--- src/rtl/zlenc_pkg.sv ---
`default_nettype none
// ============================================================================
// zlenc_pkg
// Shared types and constants of the compact list entry encoder.
// ============================================================================
package zlenc_pkg;

    // Width of the saturated string length.
    localparam int LENGTH_BITS = 30;

    // Serialized bytes per queued request, at most.
    localparam int MAX_BYTES = 14;
    localparam int NUM_W     = 4;

    // Command codes.
    localparam logic [1:0] CMD_INT  = 2'd0;
    localparam logic [1:0] CMD_STR  = 2'd1;
    localparam logic [1:0] CMD_BYTE = 2'd2;

    // Status codes.
    localparam logic STATUS_OK    = 1'b0;
    localparam logic STATUS_ORDER = 1'b1;

    // Previous-entry-length field.
    localparam logic [30:0] PREV_LIMIT = 31'd254;
    localparam logic [7:0]  PREV_BIG   = 8'hFE;

    // Integer encodings.
    localparam logic [7:0] IMM_BASE  = 8'hF1;
    localparam logic [7:0] ENC_INT8  = 8'hFE;
    localparam logic [7:0] ENC_INT16 = 8'hC0;
    localparam logic [7:0] ENC_INT24 = 8'hF0;
    localparam logic [7:0] ENC_INT32 = 8'hD0;
    localparam logic [7:0] ENC_INT64 = 8'hE0;

    // String length headers.
    localparam logic [31:0] STR6_MAX  = 32'h3F;
    localparam logic [31:0] STR14_MAX = 32'h3FFF;
    localparam logic [7:0]  ENC_STR14 = 8'h40;
    localparam logic [7:0]  ENC_STR32 = 8'h80;

    // List header size and counter limits.
    localparam logic [31:0] HEADER_BYTES = 32'd10;
    localparam logic [15:0] COUNT_MAX    = 16'hFFFF;

    // One queued request: its bytes in emission order and the results' fields.
    typedef struct packed {
        logic [MAX_BYTES-1:0][7:0] bytes;
        logic [NUM_W-1:0]          num;
        logic                      status;
        logic [31:0]               list_bytes;
        logic [15:0]               entry_count;
        logic [31:0]               tail_offset;
    } entry_t;

endpackage
`default_nettype wire

--- src/rtl/zlenc_front.sv ---
`default_nettype none
// ============================================================================
// zlenc_front
// Accepts requests, classifies them and updates the list counters; builds the
// complete byte sequence of each request for the serializer.
// ============================================================================
module zlenc_front import zlenc_pkg::*; (
    input  wire logic                   aclk,
    input  wire logic                   aresetn,
    input  wire logic                   in_valid,
    input  wire logic                   in_ready,
    input  wire logic [1:0]             in_command,
    input  wire logic signed [63:0]     in_int_value,
    input  wire logic [29:0]            in_string_length,
    input  wire logic [7:0]             in_data_byte,
    output entry_t                      push_entry
);

    localparam logic [29:0] STR_MAX = 30'((64'd1 << LENGTH_BITS) - 64'd1);

    logic [30:0]            len_reg,   len_next;
    logic [31:0]            total_reg, total_next;
    logic [15:0]            count_reg, count_next;
    logic [31:0]            tail_reg,  tail_next;
    logic [LENGTH_BITS-1:0] left_reg,  left_next;
    logic                   open_reg,  open_next;

    logic                   accept;
    logic                   begin_ok;
    logic                   pay_ok;
    logic                   prev_small;
    logic [4:0][7:0]        prev_bytes;
    logic [8:0][7:0]        body;
    logic [NUM_W-1:0]       body_num;
    logic [NUM_W-1:0]       num;
    logic [MAX_BYTES-1:0][7:0] bytes;
    logic [63:0]            u;
    logic [29:0]            len_sat;
    logic [LENGTH_BITS-1:0] len;
    logic [31:0]            len32;
    logic [32:0]            tail_sum;
    logic [32:0]            total_sum;
    logic [15:0]            count_inc;
    logic [31:0]            tail_new;
    logic                   fits8, fits16, fits24, fits32, is_imm;

    assign accept   = in_valid && in_ready;
    assign begin_ok = (in_command == CMD_INT || in_command == CMD_STR) && !open_reg;
    assign pay_ok   = (in_command == CMD_BYTE) && open_reg;

    // Previous-entry-length field.
    assign prev_small = len_reg < PREV_LIMIT;
    assign prev_bytes = {1'b0, len_reg[30:24], len_reg[23:16], len_reg[15:8], len_reg[7:0],
                         prev_small ? len_reg[7:0] : PREV_BIG};

    // Integer range classification by sign extension of the upper bits.
    assign u      = in_int_value;
    assign is_imm = (~|u[63:4]) && (u[3:0] <= 4'd12);
    assign fits8  = (&u[63:7])  || (~|u[63:7]);
    assign fits16 = (&u[63:15]) || (~|u[63:15]);
    assign fits24 = (&u[63:23]) || (~|u[63:23]);
    assign fits32 = (&u[63:31]) || (~|u[63:31]);

    // String length, saturated to the configured width.
    assign len_sat = (in_string_length > STR_MAX) ? STR_MAX : in_string_length;
    assign len     = len_sat[LENGTH_BITS-1:0];
    assign len32   = {{(32-LENGTH_BITS){1'b0}}, len};

    // Encoding body that follows the previous-entry-length field.
    always_comb begin
        body     = '0;
        body_num = '0;
        if (in_command == CMD_INT) begin
            body[8:1] = u;
            if (is_imm) begin
                body[0]  = IMM_BASE + {4'd0, u[3:0]};
                body_num = 4'd1;
            end else if (fits8) begin
                body[0]  = ENC_INT8;
                body_num = 4'd2;
            end else if (fits16) begin
                body[0]  = ENC_INT16;
                body_num = 4'd3;
            end else if (fits24) begin
                body[0]  = ENC_INT24;
                body_num = 4'd4;
            end else if (fits32) begin
                body[0]  = ENC_INT32;
                body_num = 4'd5;
            end else begin
                body[0]  = ENC_INT64;
                body_num = 4'd9;
            end
        end else begin
            if (len32 <= STR6_MAX) begin
                body[0]  = len32[7:0];
                body_num = 4'd1;
            end else if (len32 <= STR14_MAX) begin
                body[0]  = ENC_STR14 | {2'b00, len32[13:8]};
                body[1]  = len32[7:0];
                body_num = 4'd2;
            end else begin
                body[0]  = ENC_STR32;
                body[1]  = len32[31:24];
                body[2]  = len32[23:16];
                body[3]  = len32[15:8];
                body[4]  = len32[7:0];
                body_num = 4'd5;
            end
        end
    end

    // Assemble the sequence of an entry start.
    always_comb begin
        if (prev_small) begin
            bytes = {{((MAX_BYTES - 10) * 8){1'b0}}, body, prev_bytes[0]};
        end else begin
            bytes = {body, prev_bytes};
        end
        num = (prev_small ? 4'd1 : 4'd5) + body_num;
    end

    // Counter updates of an entry start.
    assign tail_sum  = {1'b0, tail_reg} + {2'b00, len_reg};
    assign tail_new  = tail_sum[32] ? 32'hFFFF_FFFF : tail_sum[31:0];
    assign count_inc = (count_reg < COUNT_MAX) ? count_reg + 16'd1 : count_reg;

    always_comb begin
        len_next   = len_reg;
        count_next = count_reg;
        tail_next  = tail_reg;
        left_next  = left_reg;
        open_next  = open_reg;
        push_entry = '0;
        total_sum  = {1'b0, total_reg};
        if (begin_ok) begin
            count_next       = count_inc;
            tail_next        = tail_new;
            push_entry.bytes = bytes;
            push_entry.num   = num;
            total_sum        = {1'b0, total_reg} + {29'd0, num};
            if (in_command == CMD_INT) begin
                len_next = {27'd0, num};
            end else begin
                len_next  = {27'd0, num} + {{(31-LENGTH_BITS){1'b0}}, len};
                left_next = len;
                open_next = |len;
            end
        end else if (pay_ok) begin
            push_entry.bytes[0] = in_data_byte;
            push_entry.num      = 4'd1;
            total_sum           = {1'b0, total_reg} + 33'd1;
            left_next           = left_reg - LENGTH_BITS'(1);
            open_next           = |left_next;
        end else begin
            push_entry.num    = 4'd1;
            push_entry.status = STATUS_ORDER;
        end
        total_next = total_sum[32] ? 32'hFFFF_FFFF : total_sum[31:0];
        push_entry.list_bytes  = total_next;
        push_entry.entry_count = count_next;
        push_entry.tail_offset = tail_next;
    end

    // Architectural state of the list.
    always_ff @(posedge aclk) begin
        if (!aresetn) begin
            len_reg   <= '0;
            total_reg <= HEADER_BYTES;
            count_reg <= '0;
            tail_reg  <= HEADER_BYTES;
            left_reg  <= '0;
            open_reg  <= 1'b0;
        end else if (accept) begin
            len_reg   <= len_next;
            total_reg <= total_next;
            count_reg <= count_next;
            tail_reg  <= tail_next;
            left_reg  <= left_next;
            open_reg  <= open_next;
        end
    end

endmodule
`default_nettype wire

--- src/rtl/zlenc_fifo.sv ---
`default_nettype none
// ============================================================================
// zlenc_fifo
// Two-entry queue of built requests between the front end and the serializer.
// ============================================================================
module zlenc_fifo import zlenc_pkg::*; (
    input  wire logic   aclk,
    input  wire logic   aresetn,
    input  wire logic   push,
    input  entry_t      push_entry,
    input  wire logic   pop,
    output entry_t      head_entry,
    output logic        head_valid,
    output logic        full,
    output logic [1:0]  level
);

    entry_t     mem_reg [2];
    logic       wr_ptr_reg, wr_ptr_next;
    logic       rd_ptr_reg, rd_ptr_next;
    logic [1:0] level_reg,  level_next;

    assign head_entry = mem_reg[rd_ptr_reg];
    assign head_valid = level_reg != 2'd0;
    assign full       = level_reg == 2'd2;
    assign level      = level_reg;

    // Pointer and fill level bookkeeping.
    always_comb begin
        wr_ptr_next = push ? ~wr_ptr_reg : wr_ptr_reg;
        rd_ptr_next = pop  ? ~rd_ptr_reg : rd_ptr_reg;
        level_next  = level_reg + {1'b0, push} - {1'b0, pop};
    end

    always_ff @(posedge aclk) begin
        if (!aresetn) begin
            wr_ptr_reg <= 1'b0;
            rd_ptr_reg <= 1'b0;
            level_reg  <= 2'd0;
        end else begin
            wr_ptr_reg <= wr_ptr_next;
            rd_ptr_reg <= rd_ptr_next;
            level_reg  <= level_next;
        end
    end

    // Entry storage.
    always_ff @(posedge aclk) begin
        if (push) begin
            mem_reg[wr_ptr_reg] <= push_entry;
        end
    end

endmodule
`default_nettype wire

--- src/rtl/zlenc_back.sv ---
`default_nettype none
// ============================================================================
// zlenc_back
// Serializer: walks the head request one byte per cycle, unless out_ready
// stalls, into the output register; releases it after its final byte.
// ============================================================================
module zlenc_back import zlenc_pkg::*; (
    input  wire logic   aclk,
    input  wire logic   aresetn,
    input  entry_t      head_entry,
    input  wire logic   head_valid,
    output logic        pop,
    input  wire logic   out_ready,
    output logic        out_valid,
    output logic [7:0]  out_byte,
    output logic        out_last,
    output logic        out_status,
    output logic [31:0] out_list_bytes,
    output logic [15:0] out_entry_count,
    output logic [31:0] out_tail_offset
);

    logic [NUM_W-1:0] idx_reg, idx_next;
    logic             valid_reg, valid_next;
    logic [7:0]       byte_reg;
    logic             last_reg;
    logic             status_reg;
    logic [31:0]      list_reg;
    logic [15:0]      count_reg;
    logic [31:0]      tail_reg;
    logic             load;
    logic             is_last;

    // Load a waiting request's byte when the output register is empty or draining.
    assign load    = head_valid && (!valid_reg || out_ready);
    assign is_last = idx_reg == head_entry.num - NUM_W'(1);
    assign pop     = load && is_last;

    always_comb begin
        idx_next   = idx_reg;
        valid_next = valid_reg;
        if (load) begin
            idx_next   = is_last ? '0 : idx_reg + NUM_W'(1);
            valid_next = 1'b1;
        end else if (out_ready) begin
            valid_next = 1'b0;
        end
    end

    always_ff @(posedge aclk) begin
        if (!aresetn) begin
            idx_reg   <= '0;
            valid_reg <= 1'b0;
        end else begin
            idx_reg   <= idx_next;
            valid_reg <= valid_next;
        end
    end

    // Result payload.
    always_ff @(posedge aclk) begin
        if (load) begin
            byte_reg   <= head_entry.bytes[idx_reg];
            last_reg   <= is_last;
            status_reg <= head_entry.status;
            list_reg   <= head_entry.list_bytes;
            count_reg  <= head_entry.entry_count;
            tail_reg   <= head_entry.tail_offset;
        end
    end

    assign out_valid       = valid_reg;
    assign out_byte        = byte_reg;
    assign out_last        = last_reg;
    assign out_status      = status_reg;
    assign out_list_bytes  = list_reg;
    assign out_entry_count = count_reg;
    assign out_tail_offset = tail_reg;

endmodule
`default_nettype wire

--- src/rtl/ziplist_entry_encoder_unit.sv ---
// The first result byte of a request passes through the queue and the output register.
// Throughput: one request per cycle while each request yields one byte and m_ready is
// high; a longer request holds the serializer until its final byte, one byte at a time.
// A two-entry queue lets the front accept while the serializer is busy or stalled.
// Reset (aresetn, synchronous, active low) empties the queue and output register and
// restores the list counters to an empty list (10 header bytes, no entries).
`default_nettype none
// ============================================================================
// ziplist_entry_encoder_unit
// Compact list entry encoder: front end, request queue and byte serializer.
// ============================================================================
module ziplist_entry_encoder_unit import zlenc_pkg::*; (
    input  wire logic               aclk,
    input  wire logic               aresetn,
    input  wire logic               s_valid,
    output logic                    s_ready,
    input  wire logic [1:0]         s_command,
    input  wire logic signed [63:0] s_int_value,
    input  wire logic [29:0]        s_string_length,
    input  wire logic [7:0]         s_data_byte,
    output logic                    m_valid,
    input  wire logic               m_ready,
    output logic [7:0]              m_out_byte,
    output logic                    m_last,
    output logic                    m_status,
    output logic [31:0]             m_list_bytes,
    output logic [15:0]             m_entry_count,
    output logic [31:0]             m_tail_offset
);

    entry_t     push_entry;
    entry_t     head_entry;
    logic       head_valid;
    logic       full;
    logic       pop;
    logic       push;
    logic [1:0] level;

    assign s_ready = !full;
    assign push    = s_valid && s_ready;

    // Request classification and counter update.
    zlenc_front u_front (
        .aclk             (aclk),
        .aresetn          (aresetn),
        .in_valid         (s_valid),
        .in_ready         (s_ready),
        .in_command       (s_command),
        .in_int_value     (s_int_value),
        .in_string_length (s_string_length),
        .in_data_byte     (s_data_byte),
        .push_entry       (push_entry)
    );

    // Queue between front end and serializer.
    zlenc_fifo u_fifo (
        .aclk       (aclk),
        .aresetn    (aresetn),
        .push       (push),
        .push_entry (push_entry),
        .pop        (pop),
        .head_entry (head_entry),
        .head_valid (head_valid),
        .full       (full),
        .level      (level)
    );

    // Byte serializer with output register.
    zlenc_back u_back (
        .aclk            (aclk),
        .aresetn         (aresetn),
        .head_entry      (head_entry),
        .head_valid      (head_valid),
        .pop             (pop),
        .out_ready       (m_ready),
        .out_valid       (m_valid),
        .out_byte        (m_out_byte),
        .out_last        (m_last),
        .out_status      (m_status),
        .out_list_bytes  (m_list_bytes),
        .out_entry_count (m_entry_count),
        .out_tail_offset (m_tail_offset)
    );

`ifndef SYNTH
    // An ignored request yields exactly one result.
    a_status_last: assert property (@(posedge aclk) disable iff (!aresetn)
        (m_valid && m_status) |-> m_last)
        else $error("rejected request result not marked last");

    // An ignored request carries a zero byte.
    a_status_zero: assert property (@(posedge aclk) disable iff (!aresetn)
        (m_valid && m_status) |-> (m_out_byte == 8'd0))
        else $error("rejected request result carries data");

    // The queue never holds more than two requests.
    a_level: assert property (@(posedge aclk) disable iff (!aresetn)
        level != 2'd3)
        else $error("request queue overflow");

    // A request accepted into an empty queue reaches the serializer next cycle.
    a_push_head: assert property (@(posedge aclk) disable iff (!aresetn)
        (push && level == 2'd0) |=> head_valid)
        else $error("accepted request lost");
`endif

endmodule
`default_nettype wire
--- config.mk ---
export PLATFORM = sky130hd
export DESIGN_NAME = ziplist_entry_encoder_unit
export DESIGN_NICKNAME = d
export VERILOG_FILES = /design/src/rtl/zlenc_pkg.sv /design/src/rtl/zlenc_front.sv /design/src/rtl/zlenc_fifo.sv /design/src/rtl/zlenc_back.sv /design/src/rtl/ziplist_entry_encoder_unit.sv
export SDC_FILE = /design/constraint.sdc
export NUM_CORES = 1
export LEC_CHECK = 0
export ABC_AREA = 1
export BUFFER_PORTS_ARGS = -buffer_cell sky130_fd_sc_hd__buf_2
export CAP_MARGIN = 20
export CORE_MARGIN = 1
export CORE_UTILIZATION = 45
export DETAILED_ROUTE_END_ITERATION = 7
export GPL_ROUTABILITY_DRIVEN = 0
export SETUP_SLACK_MARGIN = 0.05
export SLEW_MARGIN = 20
export SYNTH_ARGS = -nofsm -noshare
export SYNTH_HDL_FRONTEND = slang
export SYNTH_SLANG_ARGS = --single-unit
export TNS_END_PERCENT = 50
--- constraint.sdc ---
create_clock -name aclk -period 23.5 [get_ports aclk]
set_input_delay 0 -clock aclk [delete_from_list [all_inputs] [get_ports aclk]]
set_output_delay 0 -clock aclk [all_outputs]
set_load 0.01 [all_outputs]
---- Yosys cells after proc, flatten, opt, wreduce, memory -nomap -nowiden ----
Memories as Yosys holds them, arrays and structs flattened. A register that Yosys moved wholly into a read port is not among the register bits.
Cells that the tools add are included.
word-level totals
  memory bits (writable) .................. 394
  input bits .............................. 108
  memories ................................ 1
  bits in registers ....................... 241
  output and inout port bits .............. 92
  logic and storage cells ................. 132
cells by class
  muxes and demuxes ....................... 51
  $lt $le $gt $ge ......................... 7
  reductions and logical operators ........ 37
  bitwise gates (word level) .............. 2
  eq/ne operators ......................... 5
  add/subtract/negate cells ............... 12
memories
  name            words  bits a word  read ports  clocked after memory_dff  wr ports  RTL line          text
  u_fifo.mem_reg  2      197          1           1                         1         zlenc_fifo.sv:18  entry_t mem_reg [2];
operator list
  kind                                                             count
  32-bit two-way mux                                               5
  30-bit two-way mux                                               4
  112-bit two-way mux                                              1
  104-bit two-way mux                                              1
  33-bit two-way mux                                               2
  8-bit two-way mux                                                8
  30-bit OR reduction                                              2
  60-bit OR reduction                                              1
  57-bit AND reduction                                             1
  57-bit OR reduction                                              1
  49-bit AND reduction                                             1
  49-bit OR reduction                                              1
  16-bit two-way mux                                               3
  41-bit AND reduction                                             1
  41-bit OR reduction                                              1
  40-bit two-way mux                                               1
  32-bit by 1-bit adder with 33-bit output, second input constant  1
  32-bit by 31-bit adder with 33-bit output                        1
  32-bit by 4-bit adder with 33-bit output                         1
  33-bit AND reduction                                             1
  33-bit OR reduction                                              1
  8-bit binary-select mux with 4-bit select                        1
  4-bit two-way mux                                                8
  4-bit by 30-bit adder with 31-bit output                         1
  other kinds (33)                                                 65

---- Logic depth before layout (Yosys ltp) ----
Gate-level depths: netlist of run 1.
  depth after elaboration ................. 13
  mapped depth ............................ 32
  depth with buffers taken out ............ 32

---- Modules after synthesis ----
Synthesis of run 1 repeated with hierarchy kept, for this count alone.
unflattened totals
  cells, all modules ...................... 3358
  area, all modules ....................... 32611.3 sq um
by module, submodules not included
  module                      instances  cells an instance  area each (sq um)
  zlenc_fifo                  1          646                14973.1
  zlenc_front                 1          2293               13389.1
  zlenc_back                  1          416                4235.3
  ziplist_entry_encoder_unit  1          3                  13.8

---- Least setup slack after synthesis of run 1 ----
Ideal clock, no wire load.
  path kind ............................... reg-to-reg
  start point ............................. reg u_fifo.level_reg[0] (netlist: u_fifo.level[0])
  end point ............................... mem u_fifo.mem_reg[1][0] in the netlist's numbering (enable)
  stages on the path, launching flop included .. 7
  buffers on the path ..................... 2
  slack ................................... 13539 ps
  data arrival time ....................... 9201 ps
  library setup time ...................... 760 ps
  cells stage by stage .................... dfxtp_1 inv_1 nand2_1 nand2_1 buf_2 buf_1 nor2_1
between the ends
  word-level cells in the longest chain between the ends .. 5
RTL lines
  what                                     RTL line                          text
  from (decl)                              zlenc_fifo.sv:21                  logic [1:0] level_reg, level_next;
  from (signal assigned)                   zlenc_fifo.sv:43                  level_reg <= level_next;
  2-bit equality test                      zlenc_fifo.sv:25                  assign full = level_reg == 2'd2;
  1-bit zero test                          ziplist_entry_encoder_unit.sv:39  assign s_ready = !full;
  named net s_ready                        ziplist_entry_encoder_unit.sv:16  output logic s_ready,
  1-bit logical AND                        ziplist_entry_encoder_unit.sv:40  assign push = s_valid && s_ready;
  1-bit two-way mux                        zlenc_fifo.sv:49                  if (push) begin
  1-bit two-way mux (not written as such)  zlenc_fifo.sv:50                  mem_reg[wr_ptr_reg] <= push_entry;
  to (decl)                                zlenc_fifo.sv:18
The timed path passes the listed nets, and every way through them passes these cells.

---- Worst setup path after layout of run 1 ----
  start point ............................. in s_command[1]
  end point ............................... reg u_front.len_reg[27]
between the ends
  word-level cells in the longest chain between the ends .. 5
RTL lines
  what                                      RTL line                                                  text
  from (decl)                               ziplist_entry_encoder_unit.sv:17                          input wire logic [1:0] s_command,
  2-bit zero test                           zlenc_front.sv:48, zlenc_front.sv:73, zlenc_front.sv:142
  4-bit two-way mux                         zlenc_front.sv:73                                         if (in_command == CMD_INT) begin
  4-bit adder                               zlenc_front.sv:120                                        num = (prev_small ? 4'd1 : 4'd5) + body_num;
  4-bit by 30-bit adder with 31-bit output  zlenc_front.sv:145                                        len_next = {27'd0, num} + {{(31-LENGTH_BITS){1'b0}}, len};
  31-bit two-way mux                        zlenc_front.sv:142                                        if (in_command == CMD_INT) begin
  to (signal assigned)                      zlenc_front.sv:175                                        len_reg <= len_next;
  to (decl)                                 zlenc_front.sv:21                                         logic [30:0] len_reg, len_next;
Several ways; a longest one is shown, not always the timed one.
A chain may end at the register's enable or synchronous reset.

==> results of run 1 <==
-- where the power goes --
part | total, µW | switching (µW) | internal, µW
Sequential | 1620 | 84.5 | 1540
Combinational | 987 | 694 | 293
Clock | 1160 | 453 | 709
-- layout by cell type (no fill, tap or decap), types with 73 or more instances in the layout --
cell type,netlist,layout
buf_2,43,199
o21ai_0,270,270
clkbuf_16,0,73
a21oi_1,199,198
nand3_1,141,141
inv_1,307,307
nand2_1,745,744
nor2_1,445,441
edfxtp_1,484,484
dfxtp_1,152,150
o22ai_1,102,102
dlygate4sd3_1,0,74
-- cell families (layout without fill, tap and decap cells) --
family / Yosys count / after routing / synth area share (%)
AO/OA/AOI/OAI: 737 / 737 / 13.6
XOR/XNOR: 78 / 78 / 2.17
adder cells (fa/ha/maj): 54 / 54 / 2.21
buffers and inverters: 492 / 758 / 6.17
flip-flops: 636 / 636 / 55.7
multiplexers: 4 / 4 / 0.127
other: 0 / 2 / 0
AND/OR/NAND/NOR: 1495 / 1495 / 20.0
-- stage by stage --
| step | setup slack [ns] | utilization [%] | instance area (µm²) | cells |
|---|---|---|---|---|
| 3_5_place_dp | 18.69 | 48.3 | 33300 | 4490 |
| 3_3_place_gp | 18.79 | 48.3 | 33300 | 4490 |
| 4_1_cts | 18.45 | 52.9 | 36500 | 4691 |
| 5_1_grt | 17.57 | 52.9 | 36500 | 4693 |
| 2_1_floorplan | 13.54 | - | 31500 | 3496 |
| 6_report | 17.93 | 52.9 | 36500 | 4695 |
-- worst max-delay path: cells and delay by family --
| kind | cells | cell delay, ns |
|---|---|---|
| buffers and inverters | 10 | 3.35 |
| AND/OR/NAND/NOR | 16 | 1.80 |
| adder cells (fa/ha/maj) | 2 | 0.56 |
| AO/OA/AOI/OAI | 1 | 0.06 |
| XOR/XNOR | 1 | 0.17 |
-- layer usage --
metal / routed length [µm] / global-route usage (%) / part of all wire, % / vias to the layer above
met2: 43700 / 41.5 / 46 / 948
met1: 41000 / 36.3 / 43 / 12300
met5: 17 / 0 / 0.018 / -
met3: 6910 / 4.10 / 7.3 / 188
li1: - / - / - / 12400
met4: 2900 / 9.13 / 3.1 / 2
-- final timing paths --
check / start / end / slack, ns / depth (start not counted)
worst max-delay path: s_command[1] / u_front.len_reg[27] / 17.93 / 30
worst min-delay path: s_int_value[38] / u_fifo.mem_reg[0][171] / 0.06 / 3
worst max register to register: u_front.len_reg[28] / u_front.len_reg[24] / 18.44 / 24
worst min register to register: u_front.left_reg[28] / u_front.left_reg[28] / 0.47 / 2
-- area by class of cell --
class                      instances  area share [%]
antenna                            2          0.0137
inverter                         330            3.42
clock inverter                    32            1.21
clock buffer                      96            5.49
sequential                       636            48.2
tap                              931            3.19
multi-input combinational       2368            33.1
timing repair buffer             300            5.44
-- timing repair --
item                       4_1_cts  5_1_grt
hold endpoints to repair       172        1
hold buffers                    73        1
setup endpoints to repair        0        0
==> flow_summary.toml, run 1 <==
[critical_path]
slowest_stage = "buf_4"
slowest_delay_ns = 0.61
end_kind = "flip-flop"
arrival_ns = 6.02
crit_top_cell = "nand2_2"
startpoint_type = "primary input"
critPathRequiredTime_ns = 23.95
crit_fanout = 79
criticalPathCategory = "in -> reg"

[power]
total_power_uw = 3770
p_leak_uw = 0.0145
ir_drop_uv = 55.1
power.density_nw_per_um2 = 103

[sta]
setup_violations = 0
skew_ns = 0.0237
setup_tns_ns = 0
layout_min_cycle_time_ns = 5.57
hold_violations = 0
layout_worst_path_cycle_share_pct = 23.7
hold_ws_ns = 0.0607
max_slew_margin_pct = 25.9
max_freq_mhz = 180
rsz0062_at_grt = "no"
slew_violations = 0
tightest_slew_ns = 1.11

[synth]
synth_warnings = 0
synth_area_leaders = "edfxtp_1 46%, dfxtp_1 9.6%, nand2_1 8.9%, nor2_1 5.3%, o21ai_0 4.3%"
yosysUniqueCellTypes = 65
synth-edff-count = 484
synth_common_cells = "745 x nand2_1, 484 x edfxtp_1, 445 x nor2_1"
yosysTopAreaCellShare_pct = 46.1
synthFlopType = "edfxtp_1"
synth_async_sr_flop_share_pct = 0
ys_seq_area_share_pct = 55.7
yosys.area.top_type = "edfxtp_1"
yosysMostFrequentCell = "nand2_1"
syn_nets = 3658
ys_ff_latch = 636
synth_cells = 3496
synth_area_um2 = 31500
syn_avg_cell_area_um2 = 9.02

[die]
boundaryPins = 200
die_h_um = 267
die_area_um2 = 71100
start_util_pct = 45.7
rows = 96
die_x_um = 267
core_region_area_um2 = 68900

[global_routing]
grt_first_pass_wirelength_mm = 142
grt_pass1_vias = 23800
grtUsageTotal_pct = 26.1
grt_overflow = 0
antenna_found_initial = 2
grt_max_degree = 170

[worst_hold_path]
hold_class = "in -> reg"

[route]
drtIter0Drc = 2583
first_pass_iters = 6
wire_per_inst_um = 20.1
antenna_left = 0
vias_per_cell = 5.51
finalWirelength_mm = 94.6
vias = 25800
drc = 0

[cells_and_area]
seq_area_um2 = 17600
layout-drive-gt1-share_pct = 11.7
fillers = 6378
largest_reg_flops = 394
area_growth_pct = 15.7
final_nets = 3869
multi_input_area_um2 = 12100

[clocking]
clkLatencyLatePin_ns = 0.61
postCtsSetupBuffers = 0
numCtsBuffers = 71
cts.path.max_buffers = 3
htreeDepth = 3
cts_tree = "yes"
post_cts_resize_count = 0
cts.clk_slew.worst_paths_ns = 0.06
cts_sinks = 636
clockRootBuffer = "clkbuf_16"

[placement]
hpwl_mm = 64.9
portBuffers = 199

[run_status]
outcome = "completed"

[flow_run]
max_cap_violations = 0
Power figures use the tool's default switching activity.
==> inputs of run 2 (changes only) <==
Clock period 23.5 ns to 4.9 ns, I/O delays scaled along.
==> run 2 against run 1 <==
Net effect:
- non-clock buffer count grew 12
- power rose to 4.7 times the previous value
- register-to-register slack worse by 18 ns
- sequential power increased to 4.8 times the previous value
- global-route usage up 0.15 points
- clock skew is 0.0014 ns lower
- count of clock-buffer cells in the layout shrank 7
- critical path depth fell by 1
- clock power grew to 4.5 times the previous value
- sequential share of layout area about the same
- utilization about the same
- largest power group unchanged
==> flow_summary.toml, run 2 (synthesis results as in run 1) <==
[global_routing]
grt_pass1_vias = 24000
grtUsageTotal_pct = 26.3
grt_max_degree = 156
antenna_found_initial = 4
grt_first_pass_wirelength_mm = 143
grt_overflow = 0

[cells_and_area]
seq_area_um2 = 17600
multi_input_area_um2 = 12100
fillers = 6287
largest_reg_flops = 394
final_core_util_pct = 53.0
area_growth_pct = 15.8
layout-drive-gt1-share_pct = 12.4
layoutNonFillerInstCount = 4706
final_common_cell = "nand2_1"
most-common-layout-cells = "743 x nand2_1, 484 x edfxtp_1, 438 x nor2_1"
final_nets = 3880

[critical_path]
end_kind = "flip-flop"
arrival_ns = 5.08
criticalPathCategory = "in -> reg"
slowest_delay_ns = 0.56
critPathRequiredTime_ns = 5.44
rr_startpoint = "u_front.len_reg[30]"
startpoint_type = "primary input"
r2r_end = "u_front.len_reg[24]"
crit_top_cell = "nand2_1"
slowest_stage = "dlygate4sd3_1"
crit_fanout = 4
reg2regPathDepth = 24
r2r_setup_slack_ns = 0.40

[sta]
hold_violations = 0
rsz0062_at_grt = "no"
slew_violations = 0
tightest_slew_ns = 1.16
max_slew_margin_pct = 22.1
max_freq_mhz = 220
layout_worst_path_cycle_share_pct = 92.6
skew_ns = 0.0223
layout_min_cycle_time_ns = 4.54
setup_violations = 0
setup_tns_ns = 0

[power]
p_leak_uw = 0.0145
ir_drop_uv = 323
power.density_nw_per_um2 = 488

[route]
vias = 25900
wire_per_inst_um = 20.2
drtIter0Drc = 2670
first_pass_iters = 6
vias_per_cell = 5.51
antenna_left = 0
drc = 0
finalWirelength_mm = 95.1

[die]
die_area_um2 = 71100
boundaryPins = 200
die_x_um = 267
start_util_pct = 45.7
core_region_area_um2 = 68900
rows = 96
die_h_um = 267

[clocking]
cts.path.max_buffers = 3
clkLatencyLatePin_ns = 0.61
clockRootBuffer = "clkbuf_16"
cts.clk_slew.worst_paths_ns = 0.06
numCtsBuffers = 70
cts_tree = "yes"
htreeDepth = 3
cts_sinks = 636

[worst_hold_path]
hold_class = "in -> reg"
hold_depth = 3
min_from = "s_int_value[46]"
hold_end = "u_fifo.mem_reg[0][179]"

[flow_run]
max_cap_violations = 0

[placement]
portBuffers = 199
hpwl_mm = 66.1
dp.cells = 4503

[run_status]
outcome = "completed"
## run 2: power by group
part	internal [µW]	switching, µW	leakage [µW]
registers	7360	455	0.00589
clock network	3070	2180	0.00111
logic	1440	3300	0.00750
total	11900	5930	0.0145
## run 2: per-stage QoR
step                setup WS [ns]  total power, µW  hold slack [ns]  cell area [µm²]
floorplan                   0.367            10900            0.161            31600
global placement            0.638            12600            0.344            33400
detailed placement          0.517            12600            0.352            33400
CTS                         0.249            17900          0.00638            36500
global route               0.0664            18700           0.0171            36500
finish                      0.364            17800           0.0227            36500
## run 2: worst max path at each step
| stage | to | from | slack (ns) | depth (start not counted) |
|---|---|---|---|---|
| 2_1_floorplan | u_fifo.level[1] | u_fifo.level[0] | 0.37 | 10 |
| 3_3_place_gp | u_front.total_reg[19] | s_int_value[61] | 0.64 | 30 |
| 4_1_cts | u_front.len_reg[24] | s_int_value[61] | 0.25 | 31 |
| 6_report | u_front.len_reg[24] | s_int_value[62] | 0.36 | 29 |
| 3_5_place_dp | u_front.total_reg[7] | s_string_length[15] | 0.52 | 31 |
| 5_1_grt | u_front.len_reg[24] | s_int_value[37] | 0.07 | 32 |
## run 2: final cells by class
type                            count  area share [%]
Inverter                          330            3.43
Timing Repair Buffer              312            5.76
Antenna cell                        2          0.0137
Multi-Input combinational cell   2368            33.2
Tap cell                          931            3.19
Clock inverter                     38           0.973
Sequential cell                   636            48.2
Clock buffer                       89            5.30
## run 2: timing repair
action	in CTS	in global routing
endpoints found under the hold margin	190	0
endpoints found under the setup margin	0	3
hold buffers	74	0
buffers inserted	0	0
gates resized for setup	0	10
## run 2: per-layer routing
| metal | wire length, µm | up-vias | GRT usage (%) |
|---|---|---|---|
| li1 | - | 12500 | - |
| met1 | 41000 | 12200 | 36.4 |
| met2 | 43300 | 1090 | 41.3 |
| met3 | 7150 | 213 | 3.84 |
| met4 | 3580 | 4 | 10.8 |
| met5 | 22 | - | 0 |
## run 2: critical path, delay by kind of cell
kind | cells | cell delay [ns]
fa+ha+maj | 2 | 0.63
buf+inv | 4 | 1.36
simple gates | 19 | 2.20
compound gates | 4 | 0.89
